<file path="config.mk">
export PLATFORM = sky130hd
export DESIGN_NAME = mixer_volume_shadow_table_top_flat
export DESIGN_NICKNAME = d
export VERILOG_FILES = /design/src/hdl/mvst_pkg.sv /design/src/hdl/mvst_ifs.sv /design/src/hdl/mixer_volume_shadow_table_top.sv /design/src/hdl/mvst_cell.sv /design/src/hdl/mvst_conv.sv /design/src/flat_wrapper.sv
export SDC_FILE = /design/constraint.sdc
export NUM_CORES = 2
export LEC_CHECK = 0
export BUFFER_PORTS_ARGS = -buffer_cell sky130_fd_sc_hd__buf_2
export CAP_MARGIN = 20
export CORE_ASPECT_RATIO = 0.5
export CORE_UTILIZATION = 50
export DETAILED_ROUTE_END_ITERATION = 8
export GPL_TIMING_DRIVEN = 0
export PLACE_DENSITY = 0.66
export SLEW_MARGIN = 20
export SYNTH_ARGS = -nofsm -noshare
export SYNTH_HDL_FRONTEND = slang
export SYNTH_SLANG_ARGS = --single-unit
export TNS_END_PERCENT = 10
</file>
<file path="constraint.sdc">
create_clock -name clock -period 22.6 [get_ports clock]
set_input_delay 4.52 -clock clock [delete_from_list [all_inputs] [get_ports clock]]
set_output_delay 4.52 -clock clock [all_outputs]
set_load 0.02 [all_outputs]
</file>
<file path="src/hdl/mvst_pkg.sv">
// ----------------------------------------------------------------------------
// Mixer volume shadow table package
// Shared types, operation codes and constants for the shadow table block.
// ----------------------------------------------------------------------------
package mvst_pkg;

   // Operation codes carried by the request item.
   localparam logic [2:0] OP_LOAD         = 3'd0;
   localparam logic [2:0] OP_WRITE_STEREO = 3'd1;
   localparam logic [2:0] OP_READ_STEREO  = 3'd2;
   localparam logic [2:0] OP_WRITE_MONO   = 3'd3;
   localparam logic [2:0] OP_READ_MONO    = 3'd4;
   localparam logic [2:0] OP_WRITE_MIC    = 3'd5;
   localparam logic [2:0] OP_READ_MIC     = 3'd6;
   localparam logic [2:0] OP_UNUSED       = 3'd7;

   // Level and register constants.
   localparam logic [6:0]  LEVEL_MAX      = 7'd100;
   localparam logic [6:0]  MIC_REG        = 7'h0E;
   localparam logic [15:0] MUTE_VALUE     = 16'h8000;
   localparam logic [15:0] MIC_MASK       = 16'h801F;
   localparam logic [15:0] MIC_FIELD_MASK = 16'h001F;
   localparam logic [15:0] BYTE_MASK      = 16'h00FF;

   // Floor division by 100 as a multiply by 5243 and a right shift by 19.
   // Exact for all dividends up to 12800, which covers 100 * 128.
   localparam logic [12:0] RECIP_100   = 13'd5243;
   localparam logic [4:0]  RECIP_SHIFT = 5'd19;

   // One stored table entry.
   typedef struct packed {
      logic [1:0]  codec;
      logic [6:0]  reg_addr;
      logic [2:0]  scale;
      logic        invert;
      logic [15:0] value;
   } mvst_entry_type;

   // Search item that walks down the row of cells.
   typedef struct packed {
      logic        active;
      logic [1:0]  codec;
      logic [6:0]  reg_addr;
      logic        hit;
      logic [2:0]  scale;
      logic        invert;
      logic [15:0] value;
   } mvst_token_type;

   // Result item payload.
   typedef struct packed {
      logic        found;
      logic [6:0]  left_percent;
      logic [6:0]  right_percent;
      logic        write_valid;
      logic [1:0]  write_codec;
      logic [6:0]  write_reg;
      logic [15:0] write_value;
      logic        table_full;
   } mvst_result_type;

endpackage

</file>
<file path="src/hdl/mvst_ifs.sv">
// ----------------------------------------------------------------------------
// Mixer volume shadow table channels
// Valid/ready channels for request items and result items.
// ----------------------------------------------------------------------------
interface mvst_req_if;
   logic        valid;
   logic        ready;
   logic [2:0]  operation;
   logic [1:0]  codec;
   logic [6:0]  reg_addr;
   logic [6:0]  left_level;
   logic [6:0]  right_level;
   logic [2:0]  scale_bits;
   logic        invert_flag;
   logic [15:0] load_value;

   modport source (
      output valid, operation, codec, reg_addr, left_level, right_level,
             scale_bits, invert_flag, load_value,
      input  ready
   );
   modport sink (
      input  valid, operation, codec, reg_addr, left_level, right_level,
             scale_bits, invert_flag, load_value,
      output ready
   );
endinterface

interface mvst_rsp_if;
   logic        valid;
   logic        ready;
   logic        found;
   logic [6:0]  left_percent;
   logic [6:0]  right_percent;
   logic        write_valid;
   logic [1:0]  write_codec;
   logic [6:0]  write_reg;
   logic [15:0] write_value;
   logic        table_full;

   modport source (
      output valid, found, left_percent, right_percent, write_valid,
             write_codec, write_reg, write_value, table_full,
      input  ready
   );
   modport sink (
      input  valid, found, left_percent, right_percent, write_valid,
             write_codec, write_reg, write_value, table_full,
      output ready
   );
endinterface

</file>
<file path="src/hdl/mixer_volume_shadow_table_top.sv">
// ----------------------------------------------------------------------------
// Mixer volume shadow table
// Shadow table of codec mixer registers that converts percent levels to
// attenuation fields and back, built as a row of entry cells.
// ----------------------------------------------------------------------------
//  Channel   Direction  Handshake      Contents
//  req_chan  in         valid/ready    operation, codec, register, levels, load
//  rsp_chan  out        valid/ready    found, percents, codec write, table full
//
// A lookup's search item walks the row of cells one cell per cycle, then
// passes through the two-stage converter and the result register.
// Synchronous active-high reset clears the entry count and all handshake state.
// A stalled result stays in the output register while the next item is taken;
// that item then waits in the result holding register until the output frees.
// ----------------------------------------------------------------------------
module mixer_volume_shadow_table_top #(
   parameter int TABLE_DEPTH = 16
) (
   input  logic       clock,
   input  logic       reset,
   mvst_req_if.sink   req_chan,
   mvst_rsp_if.source rsp_chan
);

   localparam int CNT_W = $clog2(TABLE_DEPTH + 1);

   typedef enum logic [1:0] {
      ST_IDLE,
      ST_SCAN,
      ST_CONV,
      ST_DONE
   } state_type;

   state_type                 state_ff;
   logic [CNT_W-1:0]          count_ff;
   logic [2:0]                op_ff;
   logic [6:0]                left_ff;
   logic [6:0]                right_ff;
   mvst_pkg::mvst_result_type res_ff;
   mvst_pkg::mvst_result_type rsp_ff;
   logic                      rsp_valid_ff;

   logic                      accept;
   logic                      is_load;
   logic                      is_lookup;
   logic                      is_mic;
   logic                      has_room;
   logic                      do_load;
   logic                      rsp_load;
   mvst_pkg::mvst_entry_type  load_entry;
   mvst_pkg::mvst_result_type load_res;
   mvst_pkg::mvst_token_type  new_tok;
   mvst_pkg::mvst_token_type  tok_chain [TABLE_DEPTH+1];
   logic [TABLE_DEPTH-1:0]    live;
   logic [TABLE_DEPTH-1:0]    load_en;
   logic                      conv_start;
   logic                      conv_done;
   mvst_pkg::mvst_result_type conv_res;
   logic                      wb_en;

   // Request decode.
   assign accept    = req_chan.valid && req_chan.ready;
   assign is_load   = (req_chan.operation == mvst_pkg::OP_LOAD);
   assign is_lookup = !is_load && (req_chan.operation != mvst_pkg::OP_UNUSED);
   assign is_mic    = (req_chan.operation == mvst_pkg::OP_WRITE_MIC) ||
                      (req_chan.operation == mvst_pkg::OP_READ_MIC);
   assign has_room  = (count_ff < CNT_W'(TABLE_DEPTH));
   assign do_load   = accept && is_load && (req_chan.scale_bits != 3'd0) && has_room;

   always_comb begin
      load_entry.codec    = req_chan.codec;
      load_entry.reg_addr = req_chan.reg_addr;
      load_entry.scale    = req_chan.scale_bits;
      load_entry.invert   = req_chan.invert_flag;
      load_entry.value    = req_chan.load_value;

      load_res          = '0;
      load_res.found    = (req_chan.scale_bits != 3'd0) && has_room;
      load_res.table_full = (req_chan.scale_bits != 3'd0) && !has_room;

      // New search item enters the first cell on acceptance.
      new_tok          = '0;
      new_tok.active   = accept && is_lookup;
      new_tok.codec    = req_chan.codec;
      new_tok.reg_addr = is_mic ? mvst_pkg::MIC_REG : req_chan.reg_addr;
   end

   assign tok_chain[0] = new_tok;

   // Row of entry cells.
   for (genvar i = 0; i < TABLE_DEPTH; i++) begin : g_cell
      assign live[i]    = (count_ff > CNT_W'(i));
      assign load_en[i] = do_load && (count_ff == CNT_W'(i));

      mvst_cell u_cell (
         .clock      (clock),
         .reset      (reset),
         .live       (live[i]),
         .load_en    (load_en[i]),
         .load_entry (load_entry),
         .wb_en      (wb_en),
         .wb_value   (conv_res.write_value),
         .tok_in     (tok_chain[i]),
         .tok_out    (tok_chain[i+1])
      );
   end

   // Conversion of the item leaving the last cell.
   assign conv_start = (state_ff == ST_SCAN) && tok_chain[TABLE_DEPTH].active;
   assign wb_en      = (state_ff == ST_CONV) && conv_done && conv_res.write_valid;

   mvst_conv u_conv (
      .clock       (clock),
      .reset       (reset),
      .start       (conv_start),
      .tok         (tok_chain[TABLE_DEPTH]),
      .operation   (op_ff),
      .left_level  (left_ff),
      .right_level (right_ff),
      .done        (conv_done),
      .result      (conv_res)
   );

   // The output register takes a new result when it is empty or being drained.
   assign rsp_load = (state_ff == ST_DONE) && (!rsp_valid_ff || rsp_chan.ready);

   // Sequencer, entry count and output register.
   always_ff @(posedge clock) begin
      if (reset) begin
         state_ff     <= ST_IDLE;
         count_ff     <= '0;
         rsp_valid_ff <= 1'b0;
      end else begin
         if (rsp_load) begin
            rsp_valid_ff <= 1'b1;
         end else if (rsp_chan.ready) begin
            rsp_valid_ff <= 1'b0;
         end
         case (state_ff)
            ST_IDLE: begin
               if (accept) begin
                  op_ff    <= req_chan.operation;
                  left_ff  <= req_chan.left_level;
                  right_ff <= req_chan.right_level;
                  if (is_load) begin
                     res_ff   <= load_res;
                     state_ff <= ST_DONE;
                     if (do_load) begin
                        count_ff <= count_ff + CNT_W'(1);
                     end
                  end else if (is_lookup) begin
                     state_ff <= ST_SCAN;
                  end else begin
                     res_ff   <= '0;
                     state_ff <= ST_DONE;
                  end
               end
            end
            ST_SCAN: begin
               if (tok_chain[TABLE_DEPTH].active) begin
                  state_ff <= ST_CONV;
               end
            end
            ST_CONV: begin
               if (conv_done) begin
                  res_ff   <= conv_res;
                  state_ff <= ST_DONE;
               end
            end
            ST_DONE: begin
               if (rsp_load) begin
                  rsp_ff   <= res_ff;
                  state_ff <= ST_IDLE;
               end
            end
            default: begin
               state_ff <= ST_IDLE;
            end
         endcase
      end
   end

   // Channel outputs.
   assign req_chan.ready         = (state_ff == ST_IDLE);
   assign rsp_chan.valid         = rsp_valid_ff;
   assign rsp_chan.found         = rsp_ff.found;
   assign rsp_chan.left_percent  = rsp_ff.left_percent;
   assign rsp_chan.right_percent = rsp_ff.right_percent;
   assign rsp_chan.write_valid   = rsp_ff.write_valid;
   assign rsp_chan.write_codec   = rsp_ff.write_codec;
   assign rsp_chan.write_reg     = rsp_ff.write_reg;
   assign rsp_chan.write_value   = rsp_ff.write_value;
   assign rsp_chan.table_full    = rsp_ff.table_full;

endmodule

</file>
<file path="src/hdl/mvst_cell.sv">
// ----------------------------------------------------------------------------
// Mixer volume shadow table cell
// Holds one table entry, compares it against the passing search item and
// hands the item on to the next cell in the next cycle.
// ----------------------------------------------------------------------------
module mvst_cell (
   input  logic                     clock,
   input  logic                     reset,
   input  logic                     live,
   input  logic                     load_en,
   input  mvst_pkg::mvst_entry_type load_entry,
   input  logic                     wb_en,
   input  logic [15:0]              wb_value,
   input  mvst_pkg::mvst_token_type tok_in,
   output mvst_pkg::mvst_token_type tok_out
);

   mvst_pkg::mvst_entry_type entry_ff;
   mvst_pkg::mvst_token_type tok_ff;
   mvst_pkg::mvst_token_type tok_in_w;
   logic                     claimed_ff;
   logic                     match;

   // The first live entry that matches claims the item.
   assign match = tok_in.active && !tok_in.hit && live &&
                  (entry_ff.codec == tok_in.codec) &&
                  (entry_ff.reg_addr == tok_in.reg_addr);

   always_comb begin
      tok_in_w = tok_in;
      if (match) begin
         tok_in_w.hit    = 1'b1;
         tok_in_w.scale  = entry_ff.scale;
         tok_in_w.invert = entry_ff.invert;
         tok_in_w.value  = entry_ff.value;
      end
   end

   // Item stage and claim flag; the claim is renewed each time an item passes.
   always_ff @(posedge clock) begin
      if (reset) begin
         tok_ff.active <= 1'b0;
         claimed_ff    <= 1'b0;
      end else begin
         tok_ff <= tok_in_w;
         if (tok_in.active) begin
            claimed_ff <= match;
         end
      end
   end

   // Entry storage: loads fill it, write-backs update the claimed value.
   always_ff @(posedge clock) begin
      if (load_en) begin
         entry_ff <= load_entry;
      end else if (wb_en && claimed_ff) begin
         entry_ff.value <= wb_value;
      end
   end

   assign tok_out = tok_ff;

endmodule

</file>
<file path="src/hdl/mvst_conv.sv">
// ----------------------------------------------------------------------------
// Mixer volume shadow table converter
// Two-stage unit that turns percent levels into fields for writes and
// stored fields back into percent for reads.
// ----------------------------------------------------------------------------
module mvst_conv (
   input  logic                      clock,
   input  logic                      reset,
   input  logic                      start,
   input  mvst_pkg::mvst_token_type  tok,
   input  logic [2:0]                operation,
   input  logic [6:0]                left_level,
   input  logic [6:0]                right_level,
   output logic                      done,
   output mvst_pkg::mvst_result_type result
);

   // Clamp a quotient to 0..100, inverting when asked.
   function automatic logic [6:0] to_pct(input logic [22:0] q, input logic inv);
      logic [6:0] r;
      if (inv) begin
         r = (q >= 23'(mvst_pkg::LEVEL_MAX)) ? 7'd0 : mvst_pkg::LEVEL_MAX - q[6:0];
      end else begin
         r = (q > 23'(mvst_pkg::LEVEL_MAX)) ? mvst_pkg::LEVEL_MAX : q[6:0];
      end
      return r;
   endfunction

   // Stage A signals.
   logic                     is_mic;
   logic                     inv;
   logic [6:0]               lp;
   logic [6:0]               rp;
   logic [6:0]               pl;
   logic [6:0]               pr;
   logic [15:0]              rl_field;
   logic                     valid_a_ff;
   logic [2:0]               op_a_ff;
   mvst_pkg::mvst_token_type tok_a_ff;
   logic                     inv_a_ff;
   logic                     lzero_a_ff;
   logic                     rzero_a_ff;
   logic [19:0]              wl_a_ff;
   logic [19:0]              wr_a_ff;
   logic [22:0]              rl_a_ff;
   logic [14:0]              rr_a_ff;

   // Stage B signals.
   logic [4:0]                shift_amt;
   logic [7:0]                scale;
   logic [7:0]                fl_raw;
   logic [7:0]                fr_raw;
   logic [7:0]                fl;
   logic [7:0]                fr;
   logic                      is_write;
   logic [15:0]               wval;
   mvst_pkg::mvst_result_type res_in;
   mvst_pkg::mvst_result_type res_ff;
   logic                      done_ff;

   // Level saturation and operand selection.
   always_comb begin
      is_mic = (operation == mvst_pkg::OP_WRITE_MIC) || (operation == mvst_pkg::OP_READ_MIC);
      inv    = tok.invert || is_mic;
      lp     = (left_level > mvst_pkg::LEVEL_MAX) ? mvst_pkg::LEVEL_MAX : left_level;
      rp     = (right_level > mvst_pkg::LEVEL_MAX) ? mvst_pkg::LEVEL_MAX : right_level;
      pl     = inv ? mvst_pkg::LEVEL_MAX - lp : lp;
      pr     = inv ? mvst_pkg::LEVEL_MAX - rp : rp;
      case (operation)
         mvst_pkg::OP_READ_STEREO: rl_field = {8'd0, tok.value[15:8]};
         mvst_pkg::OP_READ_MIC:    rl_field = tok.value & mvst_pkg::MIC_FIELD_MASK;
         default:                  rl_field = tok.value;
      endcase
   end

   // Stage A: products.
   always_ff @(posedge clock) begin
      if (reset) begin
         valid_a_ff <= 1'b0;
      end else begin
         valid_a_ff <= start;
      end
   end

   always_ff @(posedge clock) begin
      if (start) begin
         op_a_ff    <= operation;
         tok_a_ff   <= tok;
         inv_a_ff   <= inv;
         lzero_a_ff <= (lp == 7'd0);
         rzero_a_ff <= (rp == 7'd0);
         wl_a_ff    <= 20'(pl) * 20'(mvst_pkg::RECIP_100);
         wr_a_ff    <= 20'(pr) * 20'(mvst_pkg::RECIP_100);
         rl_a_ff    <= 23'(rl_field) * 23'(mvst_pkg::LEVEL_MAX);
         rr_a_ff    <= 15'(tok.value & mvst_pkg::BYTE_MASK) * 15'(mvst_pkg::LEVEL_MAX);
      end
   end

   // Stage B: scaling, saturation and packing.
   always_comb begin
      shift_amt = mvst_pkg::RECIP_SHIFT - 5'(tok_a_ff.scale);
      scale     = 8'd1 << tok_a_ff.scale;
      fl_raw    = 8'(wl_a_ff >> shift_amt);
      fr_raw    = 8'(wr_a_ff >> shift_amt);
      fl        = (fl_raw >= scale) ? scale - 8'd1 : fl_raw;
      fr        = (fr_raw >= scale) ? scale - 8'd1 : fr_raw;
      is_write  = (op_a_ff == mvst_pkg::OP_WRITE_STEREO) ||
                  (op_a_ff == mvst_pkg::OP_WRITE_MONO) ||
                  (op_a_ff == mvst_pkg::OP_WRITE_MIC);

      case (op_a_ff)
         mvst_pkg::OP_WRITE_STEREO:
            wval = (lzero_a_ff && rzero_a_ff) ? mvst_pkg::MUTE_VALUE : {fl, fr};
         mvst_pkg::OP_WRITE_MIC:
            wval = lzero_a_ff ? mvst_pkg::MUTE_VALUE :
                   ((tok_a_ff.value & ~mvst_pkg::MIC_MASK) | 16'(fl));
         default:
            wval = lzero_a_ff ? mvst_pkg::MUTE_VALUE : 16'(fl);
      endcase

      res_in = '0;
      if (tok_a_ff.hit) begin
         res_in.found = 1'b1;
         if (is_write) begin
            res_in.write_valid = 1'b1;
            res_in.write_codec = tok_a_ff.codec;
            res_in.write_reg   = tok_a_ff.reg_addr;
            res_in.write_value = wval;
         end else begin
            case (op_a_ff)
               mvst_pkg::OP_READ_STEREO: begin
                  if (tok_a_ff.value != mvst_pkg::MUTE_VALUE) begin
                     res_in.left_percent  = to_pct(rl_a_ff >> tok_a_ff.scale, inv_a_ff);
                     res_in.right_percent = to_pct(23'(rr_a_ff >> tok_a_ff.scale), inv_a_ff);
                  end
               end
               mvst_pkg::OP_READ_MIC: begin
                  if ((tok_a_ff.value & mvst_pkg::MIC_MASK) != mvst_pkg::MUTE_VALUE) begin
                     res_in.left_percent = to_pct(rl_a_ff >> tok_a_ff.scale, inv_a_ff);
                  end
               end
               default: begin
                  if (tok_a_ff.value != mvst_pkg::MUTE_VALUE) begin
                     res_in.left_percent = to_pct(rl_a_ff >> tok_a_ff.scale, inv_a_ff);
                  end
               end
            endcase
         end
      end
   end

   always_ff @(posedge clock) begin
      if (reset) begin
         done_ff <= 1'b0;
      end else begin
         done_ff <= valid_a_ff;
      end
   end

   always_ff @(posedge clock) begin
      if (valid_a_ff) begin
         res_ff <= res_in;
      end
   end

   assign done   = done_ff;
   assign result = res_ff;

endmodule

</file>
<file path="src/flat_wrapper.sv">
// flat-port wrapper written by rule: the top's interface ports become plain ports
module mixer_volume_shadow_table_top_flat 
#(
   parameter int TABLE_DEPTH = 16
)
  (clock, reset, req_chan_valid, req_chan_operation, req_chan_codec, req_chan_reg_addr, req_chan_left_level, req_chan_right_level, req_chan_scale_bits, req_chan_invert_flag, req_chan_load_value, req_chan_ready, rsp_chan_valid, rsp_chan_found, rsp_chan_left_percent, rsp_chan_right_percent, rsp_chan_write_valid, rsp_chan_write_codec, rsp_chan_write_reg, rsp_chan_write_value, rsp_chan_table_full, rsp_chan_ready);
  mvst_req_if req_chan_i ();
  mvst_rsp_if rsp_chan_i ();
  input  logic clock;
  input  logic reset;
  input wire logic [$bits(req_chan_i.valid)-1:0] req_chan_valid;
  input wire logic [$bits(req_chan_i.operation)-1:0] req_chan_operation;
  input wire logic [$bits(req_chan_i.codec)-1:0] req_chan_codec;
  input wire logic [$bits(req_chan_i.reg_addr)-1:0] req_chan_reg_addr;
  input wire logic [$bits(req_chan_i.left_level)-1:0] req_chan_left_level;
  input wire logic [$bits(req_chan_i.right_level)-1:0] req_chan_right_level;
  input wire logic [$bits(req_chan_i.scale_bits)-1:0] req_chan_scale_bits;
  input wire logic [$bits(req_chan_i.invert_flag)-1:0] req_chan_invert_flag;
  input wire logic [$bits(req_chan_i.load_value)-1:0] req_chan_load_value;
  output wire logic [$bits(req_chan_i.ready)-1:0] req_chan_ready;
  output wire logic [$bits(rsp_chan_i.valid)-1:0] rsp_chan_valid;
  output wire logic [$bits(rsp_chan_i.found)-1:0] rsp_chan_found;
  output wire logic [$bits(rsp_chan_i.left_percent)-1:0] rsp_chan_left_percent;
  output wire logic [$bits(rsp_chan_i.right_percent)-1:0] rsp_chan_right_percent;
  output wire logic [$bits(rsp_chan_i.write_valid)-1:0] rsp_chan_write_valid;
  output wire logic [$bits(rsp_chan_i.write_codec)-1:0] rsp_chan_write_codec;
  output wire logic [$bits(rsp_chan_i.write_reg)-1:0] rsp_chan_write_reg;
  output wire logic [$bits(rsp_chan_i.write_value)-1:0] rsp_chan_write_value;
  output wire logic [$bits(rsp_chan_i.table_full)-1:0] rsp_chan_table_full;
  input wire logic [$bits(rsp_chan_i.ready)-1:0] rsp_chan_ready;
  assign req_chan_i.valid = req_chan_valid;
  assign req_chan_i.operation = req_chan_operation;
  assign req_chan_i.codec = req_chan_codec;
  assign req_chan_i.reg_addr = req_chan_reg_addr;
  assign req_chan_i.left_level = req_chan_left_level;
  assign req_chan_i.right_level = req_chan_right_level;
  assign req_chan_i.scale_bits = req_chan_scale_bits;
  assign req_chan_i.invert_flag = req_chan_invert_flag;
  assign req_chan_i.load_value = req_chan_load_value;
  assign req_chan_ready = req_chan_i.ready;
  assign rsp_chan_valid = rsp_chan_i.valid;
  assign rsp_chan_found = rsp_chan_i.found;
  assign rsp_chan_left_percent = rsp_chan_i.left_percent;
  assign rsp_chan_right_percent = rsp_chan_i.right_percent;
  assign rsp_chan_write_valid = rsp_chan_i.write_valid;
  assign rsp_chan_write_codec = rsp_chan_i.write_codec;
  assign rsp_chan_write_reg = rsp_chan_i.write_reg;
  assign rsp_chan_write_value = rsp_chan_i.write_value;
  assign rsp_chan_table_full = rsp_chan_i.table_full;
  assign rsp_chan_i.ready = rsp_chan_ready;
  mixer_volume_shadow_table_top #(.TABLE_DEPTH(TABLE_DEPTH)) u_core (.clock(clock), .reset(reset), .req_chan(req_chan_i), .rsp_chan(rsp_chan_i));
endmodule
</file>
==> impl_metrics.ini <==
[status]
status = finished, final reports clean

[sta]
max_clock_freq_ghz = 0.130
hold_slack_ps = 394
maxSlewViolCount = 0
fin_worst_skew_ps = 47.9
hold_viol = 0
worst_pin_slew_ps = 1140
finalSetupViolations = 0
post-route-period-util_pct = 34.0
fin_tns_setup_ps = 0
min_period_ps = 7690
maxSlewHeadroom_pct = 23.2
rsz0062_at_grt = false

[job]
max_cap_viol_count = 0

[yosys]
synth_adder_area_share_pct = 6.74
synth_xor_area_share_pct = 3.00
ys_seq_elements = 1210
netlist_instances = 3638
synth.yosys.seq_area_share_pct = 65.7
synth_edf_count = 1168
syn_avg_cell_area_um2 = 15.0
synth.distinct_cells = 82
synthSimpleGateAreaFrac_pct = 6.88
mappedNetlistArea_um2 = 54700
synthMuxAreaShare_pct = 11.7
synth_ff_type = edfxtp_1
synth-async-reset-ratio_pct = 0
synth_top_family_by_area = multiplexers
synth_compound_area_share_pct = 3.61
syn_nets = 3954
yosys_warnings = 0

[power]
power_density_nw_per_um2 = 91.6
p_leak_nw = 22.3
vdd_drop_max_mv = 0.0698

[place]
place_area_um2 = 57200
place_hpwl_um = 82500
dp_cells = 5184
gp_congestion = 0.910
port_buffers = 92

[worst_hold_path]
whs_path_depth = 0
holdCritPathClass = reg -> reg
hold_end = u_core.u_conv.tok_a_ff[19]
min_from = u_core.g_cell[15].u_cell.tok_out[19]

[clock_network]
htreeDepth = 3
cts_inserted_buffers = 106
ctsHoldBuffers = 0
clk_pin_slew_worst_paths_ps = 80
cts_max_path_buffers = 3
post_cts_buffers = 0
cts_tree = done
clkLatencyLatePin_ps = 740
cts_root_buf = clkbuf_16
clkSinkCount = 1210
cts_resized = 0

[critical_path]
r2r_start = u_core.op_ff[0]
cp.arrival_ps = 8030
worst-path-stages = 8
crit_start = req_chan_scale_bits[1]
critPathCaptureType = flip-flop
reg2reg_to = u_core.u_conv.wl_a_ff[19]
crit_slowest_cell = nor3_1
crit_buf_inv = 3
start_kind = primary input
ff2ff_setup_slack_ps = 15740
cp_top_family = buffers and inverters
cp_data_required_time_ps = 22940
crit_fanout = 22
r2r_cells = 21
cpPeakStageDelay_ps = 610
crit_path_cell_trace = buf_2, o31ai_1, nor3_1, buf_2, nand2_1, nor2_2, buf_2, a21o_1
path_common_cell = buf_2
crit_type = in -> reg

[floorplanning]
initial_core_util_pct = 50.6
dieArea_um2 = 111000
rows = 85
die_w_um = 470
core_area_um2 = 108000
pin_count = 94
die_h_um = 236

[detailed_routing]
drc = 0
post_drt_wl_per_cell_um = 20.5
antenna_left = 0
met3_length_um = 5150
via_per_inst = 5.37
drt_wl_total_um = 111000
drt_iter0_markers = 2090
wl_met2_um = 51600
maxUsedRoutingLayer = met4
wl_met1_um = 51300
dr.pass1.iters = 6
dr_total_vias = 28900

[cells_and_area]
final_cells = 5390
nFillCells = 8297
ff_latch_area_um2 = 35900
largest_reg_flops = 496
multi_input_area_um2 = 17500
nNetsFinal = 4173
fin_area_um2 = 60700
area_delta_synth_final_pct = 11.0
drive_gt1_share_pct = 21.4
post-route-util_pct = 56.2

[grt]
grt_overflow = 0
grt_pass1_wl_um = 172000
antenna_found_initial = 6
grt_max_degree = 107
track_usage_pct = 20.2
first_global_vias = 29400
-- cells by family after synthesis --
| logic type | count (synthesis) |
|---|---|
| flip-flops | 1210 |
| AND/OR/NAND/NOR | 781 |
| AO/OA/AOI/OAI | 312 |
| adder cells (fa/ha/maj) | 266 |
| buffers and inverters | 324 |
| XOR/XNOR | 187 |
| multiplexers | 558 |
-- through the flow --
stage | setup slack (ps) | power (mW)
after floorplan | 7810 | 3.55
after global placement | 3090 | 3.80
after detailed placement | 14090 | 3.81
after CTS | 14890 | 5.61
after global routing | 14770 | 5.87
final | 14910 | 5.56
-- area by class of cell --
type,instances,share of cell area [%]
antenna,10,0.0412
clock buffer,141,4.74
timing repair buffer,111,1.19
buffer,140,1.01
clock inverter,55,0.967
sequential,1210,59.2
multi-input combinational,2104,28.8
tap,1435,2.96
inverter,184,1.15
-- per-layer routing --
metal / GRT usage, % / vias up
li1: - / 13900
met1: 28.6 / 14200
met2: 32.6 / 639
met3: 3.25 / 176
met4: 5.06 / 0
met5: 0 / -
-- cells in the mapped netlist (42+ instances only) --
| cell | n | area (um2) |
|---|---|---|
| edfxtp_1 | 1168 | 35100 |
| xor2_1 | 91 | 797 |
| dfxtp_1 | 42 | 841 |
| o21ai_0 | 54 | 270 |
| a21oi_1 | 105 | 526 |
| mux2_2 | 508 | 5720 |
| nand2_1 | 323 | 1210 |
| clkbuf_1 | 89 | 334 |
| nor2_1 | 132 | 495 |
| fa_1 | 47 | 941 |
| and2_1 | 96 | 601 |
| xnor2_1 | 96 | 841 |
| inv_1 | 178 | 668 |
| ha_1 | 219 | 2740 |
-- worst reg2reg max path: stages (launching register included) --
cell and delay (ps):
edfxtp_1 420, xor2_1 180, a21oi_1 590, clkinv_1 530
o21ai_0 830, inv_1 130, fa_1 520, fa_1 500
inv_1 50, fa_1 540, inv_1 60, fa_1 530
inv_1 40, ha_1 260, o21ai_0 100, o21bai_1 190
a211oi_1 130, a21oi_1 210, nor3_1 90, o31ai_1 440
a21o_1 180, nand3_1 90
-- where the power goes --
part	switching (mW)	leakage [nW]	internal, mW
Combinational	0.655	9.26	0.491
Sequential	0.0336	11.3	2.58
Clock	0.816	1.67	0.982
Total	1.50	22.3	4.05
-- worst max-delay path by stage --
stage / to / slack (ps)
final: u_core.g_cell[12].u_cell.entry_ff[2] / 14910
after global routing: u_core.g_cell[12].u_cell.entry_ff[3] / 14770
after CTS: u_core.g_cell[1].u_cell.entry_ff[26] / 14890
after detailed placement: u_core.g_cell[1].u_cell.entry_ff[20] / 14090
after global placement: u_core.g_cell[0].u_cell.tok_out[1] / 3090
after floorplan: u_core.u_conv.valid_a_ff / 7810
-- cell usage in the layout, fill, tap and decap left out, drive strengths merged, types with 96 or more instances in the layout --
master  synthesis  routed
xnor2          96      96
a21oi         107     107
clkbuf         89     230
edfxtp       1168    1168
inv           179     180
ha            219     219
nor2          134     134
buf            51     162
and2           98      98
mux2          513     513
nand2         324     324
Power figures use the tool's default switching activity.
